==> src/hw/rtl/tps_pkg.sv <==
// Package with the types, codes and constants of the treatment phase sequencer.
`timescale 1ns / 1ps
package tps_pkg;

  localparam int unsigned NUM_ALARMS = 20;
  localparam int unsigned ALARM_W = 20;
  localparam int unsigned CFG_W = 8;
  localparam int unsigned CFG_NUM = 8;
  localparam int unsigned CFG_IDX_W = $clog2(CFG_NUM);
  localparam logic [ALARM_W-1:0] ALARM_MASK = ALARM_W'((64'd1 << NUM_ALARMS) - 64'd1);

  typedef enum logic [2:0] {
    PH_IDLE  = 3'd0,
    PH_FILL  = 3'd1,
    PH_FLOW2 = 3'd2,
    PH_FLOW3 = 3'd3,
    PH_FLOW4 = 3'd4,
    PH_FLOW5 = 3'd5,
    PH_FLOW6 = 3'd6,
    PH_DONE  = 3'd7
  } phase_t;

  typedef enum logic [2:0] {
    PATH_NONE        = 3'd0,
    PATH_FLUSH_OPEN  = 3'd1,
    PATH_FLUSH2_V4   = 3'd2,
    PATH_FLUSH1_V4   = 3'd3,
    PATH_FLUSH1_V134 = 3'd4,
    PATH_FLUSH2_V134 = 3'd5
  } path_t;

  typedef enum logic [2:0] {
    K_START  = 3'd0,
    K_STOP   = 3'd1,
    K_SECOND = 3'd2,
    K_MINUTE = 3'd3,
    K_HOUR   = 3'd4,
    K_ALARM  = 3'd5
  } kind_t;

  typedef enum logic [CFG_IDX_W-1:0] {
    CFG_FILL_LIMIT   = 3'd0,
    CFG_SECOND_LIMIT = 3'd1,
    CFG_THIRD_LIMIT  = 3'd2,
    CFG_FOURTH_LIMIT = 3'd3,
    CFG_FIFTH_LIMIT  = 3'd4,
    CFG_SIXTH_LIMIT  = 3'd5,
    CFG_TOTAL_MIN    = 3'd6,
    CFG_TOTAL_HOUR   = 3'd7
  } cfg_idx_t;

  localparam logic [CFG_W-1:0] CFG_RESET [CFG_NUM] = '{
    8'd5, 8'd5, 8'd5, 8'd5, 8'd5, 8'd5, 8'd240, 8'd4
  };

  function automatic path_t next_path(phase_t ph);
    path_t p;
    unique case (ph)
      PH_FILL:  p = PATH_FLUSH2_V4;
      PH_FLOW2: p = PATH_FLUSH1_V4;
      PH_FLOW3: p = PATH_FLUSH2_V4;
      PH_FLOW4: p = PATH_FLUSH1_V134;
      PH_FLOW5: p = PATH_FLUSH2_V134;
      PH_FLOW6: p = PATH_FLUSH2_V4;
      default:  p = PATH_NONE;
    endcase
    return p;
  endfunction

  function automatic phase_t next_phase(phase_t ph);
    phase_t n;
    unique case (ph)
      PH_FILL:  n = PH_FLOW2;
      PH_FLOW2: n = PH_FLOW3;
      PH_FLOW3: n = PH_FLOW4;
      PH_FLOW4: n = PH_FLOW5;
      PH_FLOW5: n = PH_FLOW6;
      PH_FLOW6: n = PH_FLOW2;
      default:  n = ph;
    endcase
    return n;
  endfunction

endpackage

==> src/hw/rtl/tps_if.sv <==
// Valid/ready channel interfaces for the event items and the result items.
`timescale 1ns / 1ps
interface tps_in_if;
  logic        valid;
  logic        ready;
  logic [2:0]  kind;
  logic        path_accepted;
  logic [19:0] alarm_active;

  modport source (output valid, kind, path_accepted, alarm_active, input ready);
  modport sink (input valid, kind, path_accepted, alarm_active, output ready);
endinterface

interface tps_out_if;
  logic        valid;
  logic        ready;
  logic [2:0]  phase;
  logic [2:0]  path_order;
  logic        start_confirm;
  logic        time_report;
  logic [7:0]  total_minutes;
  logic [7:0]  total_hours;
  logic [7:0]  seconds;
  logic [7:0]  remaining_minutes;
  logic [7:0]  remaining_hours;
  logic        completed;
  logic [19:0] new_alarms;

  modport source (
    output valid, phase, path_order, start_confirm, time_report, total_minutes,
           total_hours, seconds, remaining_minutes, remaining_hours, completed,
           new_alarms,
    input ready
  );
  modport sink (
    input valid, phase, path_order, start_confirm, time_report, total_minutes,
          total_hours, seconds, remaining_minutes, remaining_hours, completed,
          new_alarms,
    output ready
  );
endinterface

==> src/hw/rtl/treatment_phase_sequencer.sv <==
// Top level of the treatment phase sequencer: event decode, counters and phase control.
// The block takes event items on in_ch (start, stop, second, minute and hour ticks,
// alarm) and returns exactly one result item on out_ch for every event item.
// Limits are written through cfg_we, cfg_index and cfg_wdata; a write lands at the
// rising edge where cfg_we is high and is meant to happen only while the block is idle.
// An accepted item sits in the input register while its state update and result are
// computed, and the result is stored in the output register and offered on out_ch.
// The block takes one item in every cycle while the receiver keeps out_ch ready;
// the input register and the output register form a two-stage pipeline whose
// ready is set by the output register. When the receiver stalls, the result
// holds on out_ch and the input register still takes one more item; after that
// in_ch.ready drops until out_ch drains.
// Reset clears the phase to idle, all counters and the raised alarm marks, and
// loads the default limits.
`timescale 1ns / 1ps
module treatment_phase_sequencer
  import tps_pkg::*;
(
  input  logic                 clk,
  input  logic                 rst_n,
  tps_in_if.sink               in_ch,
  tps_out_if.source            out_ch,
  input  logic                 cfg_we,
  input  logic [CFG_IDX_W-1:0] cfg_index,
  input  logic [CFG_W-1:0]     cfg_wdata
);

  logic [CFG_W-1:0]   cfg_r [CFG_NUM];

  logic               in_v_r;
  logic [2:0]         kind_r;
  logic               acc_r;
  logic [ALARM_W-1:0] alarm_r;

  phase_t             phase_r, phase_nxt;
  logic [7:0]         sec_r, sec_nxt;
  logic [8:0]         pmin_r, pmin_nxt;
  logic [8:0]         tmin_r, tmin_nxt;
  logic [7:0]         hour_r, hour_nxt;
  logic [ALARM_W-1:0] marks_r, marks_nxt;

  logic               out_v_r;
  phase_t             o_phase_r;
  path_t              o_path_r, path_nxt;
  logic               o_confirm_r, confirm_nxt;
  logic               o_report_r, report_nxt;
  logic [7:0]         o_tm_r, tm_nxt;
  logic [7:0]         o_th_r, th_nxt;
  logic [7:0]         o_sc_r, sc_nxt;
  logic [7:0]         o_rm_r, rm_nxt;
  logic [7:0]         o_rh_r, rh_nxt;
  logic               o_done_r, done_nxt;
  logic [ALARM_W-1:0] o_fresh_r, fresh_nxt;

  logic               out_free;
  logic               s1_fire;
  logic [ALARM_W-1:0] fresh;
  logic [7:0]         sec_inc;
  logic [8:0]         pmin_inc;
  logic [8:0]         tmin_inc;
  logic [CFG_IDX_W-1:0] lim_idx;

  assign out_free    = !out_v_r || out_ch.ready;
  assign s1_fire     = in_v_r && out_free;
  assign in_ch.ready = !in_v_r || out_free;

  always_ff @(posedge clk) begin
    if (!rst_n) begin
      for (int i = 0; i < CFG_NUM; i++) begin
        cfg_r[i] <= CFG_RESET[i];
      end
    end else if (cfg_we) begin
      cfg_r[cfg_index] <= cfg_wdata;
    end
  end

  always_ff @(posedge clk) begin
    if (!rst_n) begin
      in_v_r <= 1'b0;
    end else if (in_ch.ready) begin
      in_v_r <= in_ch.valid;
    end
  end

  always_ff @(posedge clk) begin
    if (in_ch.ready && in_ch.valid) begin
      kind_r  <= in_ch.kind;
      acc_r   <= in_ch.path_accepted;
      alarm_r <= in_ch.alarm_active & ALARM_MASK;
    end
  end

  assign fresh    = alarm_r & ~marks_r;
  assign sec_inc  = (sec_r != 8'hFF) ? 8'(sec_r + 8'd1) : sec_r;
  assign pmin_inc = 9'(pmin_r + 9'd1);
  assign tmin_inc = 9'(tmin_r + 9'd1);
  assign lim_idx  = CFG_IDX_W'(3'(phase_r) - 3'd1);

  always_comb begin
    phase_nxt   = phase_r;
    sec_nxt     = sec_r;
    pmin_nxt    = pmin_r;
    tmin_nxt    = tmin_r;
    hour_nxt    = hour_r;
    marks_nxt   = marks_r;
    path_nxt    = PATH_NONE;
    confirm_nxt = 1'b0;
    report_nxt  = 1'b0;
    tm_nxt      = 8'd0;
    th_nxt      = 8'd0;
    sc_nxt      = 8'd0;
    rm_nxt      = 8'd0;
    rh_nxt      = 8'd0;
    done_nxt    = 1'b0;
    fresh_nxt   = '0;
    unique case (phase_r)
      PH_IDLE: begin
        if (kind_r == K_START) begin
          path_nxt = PATH_FLUSH_OPEN;
          if (acc_r) begin
            phase_nxt   = PH_FILL;
            pmin_nxt    = 9'd0;
            tmin_nxt    = 9'd0;
            confirm_nxt = 1'b1;
          end
        end else if (kind_r == K_ALARM) begin
          fresh_nxt = fresh;
          marks_nxt = marks_r | fresh;
        end
      end
      PH_DONE: begin
      end
      default: begin
        unique case (kind_r)
          K_STOP: begin
            sec_nxt  = 8'd0;
            pmin_nxt = 9'd0;
            tmin_nxt = 9'd0;
            hour_nxt = 8'd0;
          end
          K_SECOND: begin
            sec_nxt    = sec_inc;
            report_nxt = 1'b1;
            tm_nxt     = tmin_r[7:0];
            th_nxt     = hour_r;
            sc_nxt     = sec_inc;
            rm_nxt     = 8'(cfg_r[CFG_TOTAL_MIN] - tmin_r[7:0]);
            rh_nxt     = 8'(cfg_r[CFG_TOTAL_HOUR] - hour_r);
          end
          K_MINUTE: begin
            sec_nxt = 8'd0;
            if (tmin_r > {1'b0, cfg_r[CFG_TOTAL_MIN]}) begin
              pmin_nxt  = 9'd0;
              tmin_nxt  = 9'd0;
              hour_nxt  = 8'd0;
              phase_nxt = PH_DONE;
              done_nxt  = 1'b1;
            end else begin
              tmin_nxt = tmin_inc;
              if (pmin_inc > {1'b0, cfg_r[lim_idx]}) begin
                pmin_nxt = 9'd0;
                path_nxt = next_path(phase_r);
                if (acc_r) begin
                  phase_nxt = next_phase(phase_r);
                end
              end else begin
                pmin_nxt = pmin_inc;
              end
            end
          end
          K_HOUR: begin
            if (hour_r != 8'hFF) begin
              hour_nxt = 8'(hour_r + 8'd1);
            end
          end
          K_ALARM: begin
            fresh_nxt = fresh;
            marks_nxt = marks_r | fresh;
          end
          default: begin
          end
        endcase
      end
    endcase
  end

  always_ff @(posedge clk) begin
    if (!rst_n) begin
      phase_r <= PH_IDLE;
      sec_r   <= 8'd0;
      pmin_r  <= 9'd0;
      tmin_r  <= 9'd0;
      hour_r  <= 8'd0;
      marks_r <= '0;
    end else if (s1_fire) begin
      phase_r <= phase_nxt;
      sec_r   <= sec_nxt;
      pmin_r  <= pmin_nxt;
      tmin_r  <= tmin_nxt;
      hour_r  <= hour_nxt;
      marks_r <= marks_nxt;
    end
  end

  always_ff @(posedge clk) begin
    if (!rst_n) begin
      out_v_r <= 1'b0;
    end else if (out_free) begin
      out_v_r <= in_v_r;
    end
  end

  always_ff @(posedge clk) begin
    if (s1_fire) begin
      o_phase_r   <= phase_nxt;
      o_path_r    <= path_nxt;
      o_confirm_r <= confirm_nxt;
      o_report_r  <= report_nxt;
      o_tm_r      <= tm_nxt;
      o_th_r      <= th_nxt;
      o_sc_r      <= sc_nxt;
      o_rm_r      <= rm_nxt;
      o_rh_r      <= rh_nxt;
      o_done_r    <= done_nxt;
      o_fresh_r   <= fresh_nxt;
    end
  end

  assign out_ch.valid             = out_v_r;
  assign out_ch.phase             = 3'(o_phase_r);
  assign out_ch.path_order        = 3'(o_path_r);
  assign out_ch.start_confirm     = o_confirm_r;
  assign out_ch.time_report       = o_report_r;
  assign out_ch.total_minutes     = o_tm_r;
  assign out_ch.total_hours       = o_th_r;
  assign out_ch.seconds           = o_sc_r;
  assign out_ch.remaining_minutes = o_rm_r;
  assign out_ch.remaining_hours   = o_rh_r;
  assign out_ch.completed         = o_done_r;
  assign out_ch.new_alarms        = o_fresh_r;

endmodule

==> src/flat_wrapper.sv <==
// flat-port wrapper written by rule: the top's interface ports become plain ports
module treatment_phase_sequencer_flat import tps_pkg::*;
  (clk, rst_n, cfg_we, cfg_index, cfg_wdata, in_ch_valid, in_ch_kind, in_ch_path_accepted, in_ch_alarm_active, in_ch_ready, out_ch_valid, out_ch_phase, out_ch_path_order, out_ch_start_confirm, out_ch_time_report, out_ch_total_minutes, out_ch_total_hours, out_ch_seconds, out_ch_remaining_minutes, out_ch_remaining_hours, out_ch_completed, out_ch_new_alarms, out_ch_ready);
  tps_in_if in_ch_i ();
  tps_out_if out_ch_i ();
  input  logic clk;
  input  logic rst_n;
  input  logic cfg_we;
  input  logic [CFG_IDX_W-1:0] cfg_index;
  input  logic [CFG_W-1:0] cfg_wdata;
  input wire logic [$bits(in_ch_i.valid)-1:0] in_ch_valid;
  input wire logic [$bits(in_ch_i.kind)-1:0] in_ch_kind;
  input wire logic [$bits(in_ch_i.path_accepted)-1:0] in_ch_path_accepted;
  input wire logic [$bits(in_ch_i.alarm_active)-1:0] in_ch_alarm_active;
  output wire logic [$bits(in_ch_i.ready)-1:0] in_ch_ready;
  output wire logic [$bits(out_ch_i.valid)-1:0] out_ch_valid;
  output wire logic [$bits(out_ch_i.phase)-1:0] out_ch_phase;
  output wire logic [$bits(out_ch_i.path_order)-1:0] out_ch_path_order;
  output wire logic [$bits(out_ch_i.start_confirm)-1:0] out_ch_start_confirm;
  output wire logic [$bits(out_ch_i.time_report)-1:0] out_ch_time_report;
  output wire logic [$bits(out_ch_i.total_minutes)-1:0] out_ch_total_minutes;
  output wire logic [$bits(out_ch_i.total_hours)-1:0] out_ch_total_hours;
  output wire logic [$bits(out_ch_i.seconds)-1:0] out_ch_seconds;
  output wire logic [$bits(out_ch_i.remaining_minutes)-1:0] out_ch_remaining_minutes;
  output wire logic [$bits(out_ch_i.remaining_hours)-1:0] out_ch_remaining_hours;
  output wire logic [$bits(out_ch_i.completed)-1:0] out_ch_completed;
  output wire logic [$bits(out_ch_i.new_alarms)-1:0] out_ch_new_alarms;
  input wire logic [$bits(out_ch_i.ready)-1:0] out_ch_ready;
  assign in_ch_i.valid = in_ch_valid;
  assign in_ch_i.kind = in_ch_kind;
  assign in_ch_i.path_accepted = in_ch_path_accepted;
  assign in_ch_i.alarm_active = in_ch_alarm_active;
  assign in_ch_ready = in_ch_i.ready;
  assign out_ch_valid = out_ch_i.valid;
  assign out_ch_phase = out_ch_i.phase;
  assign out_ch_path_order = out_ch_i.path_order;
  assign out_ch_start_confirm = out_ch_i.start_confirm;
  assign out_ch_time_report = out_ch_i.time_report;
  assign out_ch_total_minutes = out_ch_i.total_minutes;
  assign out_ch_total_hours = out_ch_i.total_hours;
  assign out_ch_seconds = out_ch_i.seconds;
  assign out_ch_remaining_minutes = out_ch_i.remaining_minutes;
  assign out_ch_remaining_hours = out_ch_i.remaining_hours;
  assign out_ch_completed = out_ch_i.completed;
  assign out_ch_new_alarms = out_ch_i.new_alarms;
  assign out_ch_i.ready = out_ch_ready;
  treatment_phase_sequencer u_core (.clk(clk), .rst_n(rst_n), .in_ch(in_ch_i), .out_ch(out_ch_i), .cfg_we(cfg_we), .cfg_index(cfg_index), .cfg_wdata(cfg_wdata));
endmodule
==> config.mk <==
export PLATFORM = sky130hd
export DESIGN_NAME = treatment_phase_sequencer_flat
export DESIGN_NICKNAME = d
export VERILOG_FILES = /design/src/hw/rtl/tps_pkg.sv /design/src/hw/rtl/tps_if.sv /design/src/hw/rtl/treatment_phase_sequencer.sv /design/src/flat_wrapper.sv
export SDC_FILE = /design/constraint.sdc
export NUM_CORES = 1
export LEC_CHECK = 0
export ABC_AREA = 1
export CAP_MARGIN = 20
export CORE_ASPECT_RATIO = 0.8
export CORE_UTILIZATION = 49
export DETAILED_ROUTE_END_ITERATION = 8
export DONT_BUFFER_PORTS = 1
export GPL_TIMING_DRIVEN = 0
export PLACE_DENSITY = 0.72
export SLEW_MARGIN = 20
export SYNTH_ARGS = -nofsm -noshare
export SYNTH_HDL_FRONTEND = slang
export SYNTH_SLANG_ARGS = --single-unit
==> constraint.sdc <==
create_clock -name clk -period 8.2 [get_ports clk]
set_input_delay 2.46 -clock clk [delete_from_list [all_inputs] [get_ports clk]]
set_output_delay 2.46 -clock clk [all_outputs]
set_load 0.05 [all_outputs]
==> impl_metrics.py <==
metrics = {
    "placed_design": {
        "dp_slack_ps": 2820,
        "place_area_um2": 10400,
        "place.gp.congestion": 0.930,
        "place.detailed.hpwl_um": 16500,
        "portBuffers": 0,
    },
    "power": {
        "irDropWorstVdd_mv": 0.190,
        "power_w": 0.00246,
        "p_per_area_nw_per_um2": 221,
        "p_leak_nw": 4.18,
    },
    "logic_synthesis": {
        "yosys.cell_types.count": 46,
        "synthTopCellsByArea": "edfxtp_1 (47%), dfxtp_1 (12%), nand2_1 (6.5%)",
        "synth_top_area_share_pct": 46.9,
        "syn_area_um2": 10000,
        "ys_ff_latch": 216,
        "yosysWarnings": 0,
        "avgSynthCellArea_um2": 9.70,
        "synthArstFlopShare_pct": 0,
        "yosysTopAreaCell": "edfxtp_1",
        "synthCells": 1036,
        "synthFlopType": "edfxtp_1",
        "synth_edf_count": 157,
        "postSynthNetCount": 1118,
        "synth_seq_area_share_pct": 58.7,
    },
    "clock_tree": {
        "clock_path_buffers": 3,
        "cts_tree": "done",
        "cts_buffers": 22,
        "h-tree-depth": 1,
        "cts.clk_slew.worst_paths_ps": 60,
        "clk_latency_ps": 510,
        "clock-sinks": 216,
        "ctsHoldBuffers": 0,
        "cts-resized-gates": 0,
        "cts_setup_buffers": 0,
        "cts_root_buf": "clkbuf_16",
    },
    "sta": {
        "slew-limit-headroom_pct": 35.9,
        "fin_ws_ps": 2820,
        "setup_viol": 0,
        "hold_viol_final": 0,
        "slew_violations": 0,
        "fmax_mhz": 186,
        "max_slew.worst_pin.slew_ps": 961,
        "fin_crit_sh_pct": 65.6,
        "skew_ps": 11.7,
        "period_needed_ps": 5380,
        "fin_setup_tns_ps": 0,
        "rsz0062_at_grt": "false",
    },
    "setup_path": {
        "cp-end-kind": "output pin",
        "r2r-start": "u_core.phase_r[0]$_SDFFE_PN0P_",
        "crit_slowest_cell": "nand3_1",
        "worstSetupPathDepth": 2,
        "critical_path_required_ps": 5740,
        "slowest_delay_ps": 430,
        "path_buf_inv": 1,
        "crit_chain": "inv_2 -> nand3_1",
        "reg2reg_depth": 22,
        "worstSetupPathType": "in -> out",
        "critPathMaxFanout": 3,
        "cp.arrival_ps": 2920,
        "rr_endpoint": "u_core.out_ch.path_order[1]$_DFFE_PP_",
        "crit_family": "simple AND/OR/NAND/NOR gates",
        "r2r_setup_slack_ps": 3430,
        "start_kind": "input pin",
    },
    "layout": {
        "n_antenna_cell": 0,
        "drive_gt1_share_pct": 7.61,
        "fin_area_um2": 11100,
        "layout.nets": 1143,
        "syn2layout_area_growth_pct": 10.9,
    },
    "routing": {
        "wire_per_inst_um": 17.2,
        "drt_first_pass_iters": 5,
        "routed_wl_um": 23100,
        "vias_per_cell": 5.39,
        "drt_iter0_drc": 578,
        "antenna_left": 0,
        "vias": 7231,
        "drc_errors": 0,
    },
    "die": {
        "dieHeight_um": 130,
        "start_util_pct": 50.3,
        "core_area_um2": 20000,
        "ios": 111,
        "die-width_um": 162,
        "design.die.area_um2": 21100,
        "rows": 46,
    },
    "hold_path": {
        "hold_path.class": "reg -> reg",
        "whs_path_depth": 2,
        "hold_start": "u_core.marks_r[3]$_SDFFE_PN0P_",
        "hold-path-endpoint": "u_core.marks_r[3]$_SDFFE_PN0P_",
    },
    "global_routing": {
        "grtUsageMet1_pct": 31.9,
        "grt_max_degree": 50,
        "grt_pass1_vias": 6798,
        "met3_usage_pct": 5.28,
        "use_met2_pct": 33.8,
        "gr-total-overflow": 0,
        "grt_pass1_wl_um": 36000,
        "grt_usage_pct": 22.2,
        "antenna_found_initial": 0,
        "grt_busiest_layer": "met2",
    },
    "outcome": {
        "run_status": "complete, no violations",
    },
    "flow_run": {
        "maxCapViolCount": 0,
    },
}
[through the flow]
stage                     instances  util [%]  hold slack (ps)
after CTS                      1341      55.8              456
after floorplan                1036         -              435
after detailed placement       1301      52.1              447
final                          1341      55.8              458
after global placement         1300      51.9              442
after global routing           1341      55.8              469
[cell usage after synthesis, types with 3 or more instances]
master    number
clkbuf_1      21
buf_1          3
o211ai_1       3
inv_1        122
edfxtp_1     157
o21ai_0       59
xor2_1        15
o221ai_1       7
nor3_2         3
nor3_1        25
a21oi_1       89
nand2_1      173
xnor2_1        3
ha_1          40
nand3_1       21
nor2_2         3
nand2_2        5
dfxtp_1       59
nand4_1        6
nor2_1       153
nor2_4         4
inv_2         11
nand2_4        5
o21ai_1       17
[registers in the layout (all words and copies together), names as in the netlist, 9 cells and up]
register and cells:
u_core.cfg_r 64, u_core.alarm_r 20, u_core.pmin_r 9, u_core.marks_r 20
u_core.tmin_r 9, u_core.out_ch.new_alarms 20
[placed cells by master, fill, tap and decap left out, types with 5 or more instances in the layout]
cell         n
edfxtp_1   157
a21oi_1     89
o21ai_0     59
nand3_1     21
o21ai_1     17
nand2_2      5
dfxtp_1     59
o221ai_1     7
ha_1        40
inv_2       11
nor2_1     153
nand2_4      5
nand4_1      6
clkbuf_16   22
nand2_1    173
inv_1      121
xor2_1      15
clkbuf_1    25
clkinv_2     5
nor3_1      25
[where the power goes]
group | switching (W) | leakage [nW] | internal [W] | total [W]
combinational | 0.000115 | 1.83 | 0.0000408 | 0.000155
sequential | 0.0000713 | 1.99 | 0.00122 | 0.00129
clock | 0.000419 | 0.359 | 0.000594 | 0.00101
[how the worst max path moves through the flow]
stage                 start                       endpoint  slack (ps)
2_1_floorplan  out_ch_ready                    in_ch_ready        2840
3_3_place_gp   out_ch_ready  u_core.pmin_r[4]$_SDFFE_PN0P_        2100
3_5_place_dp   out_ch_ready                    in_ch_ready        2820
4_1_cts        out_ch_ready                    in_ch_ready        2820
5_1_grt        out_ch_ready                    in_ch_ready        2790
6_report       out_ch_ready                    in_ch_ready        2820
[layer usage]
| layer | wire (µm) | vias to the layer above |
|---|---|---|
| met5 | 0 | - |
| li1 | - | 3505 |
| met4 | 421 | 0 |
| met3 | 1890 | 41 |
| met2 | 10100 | 299 |
| met1 | 10700 | 3386 |
[area by class of cell]
cell class              count  area [µm²]
plain buffers              27         111
clock buffers              30         621
clock inverters            10         111
fillers                  1692        8830
inverters                 137         523
multi-input cells         656        3520
flip-flops and latches    216        5900
well taps                 264         330
repair buffers              1        27.5
[cells by family (layout without fill, tap and decap cells)]
logic type / Yosys count / count (layout) / share of synthesized area (%)
AO/OA/AOI/OAI: 188 / 188 / 10.3
XOR/XNOR: 19 / 19 / 1.73
adder cells (fa/ha/maj): 42 / 42 / 5.38
buffers and inverters: 164 / 205 / 6.29
flip-flops: 216 / 216 / 58.7
AND/OR/NAND/NOR: 407 / 407 / 17.6
(Power assumes the default switching activity.)
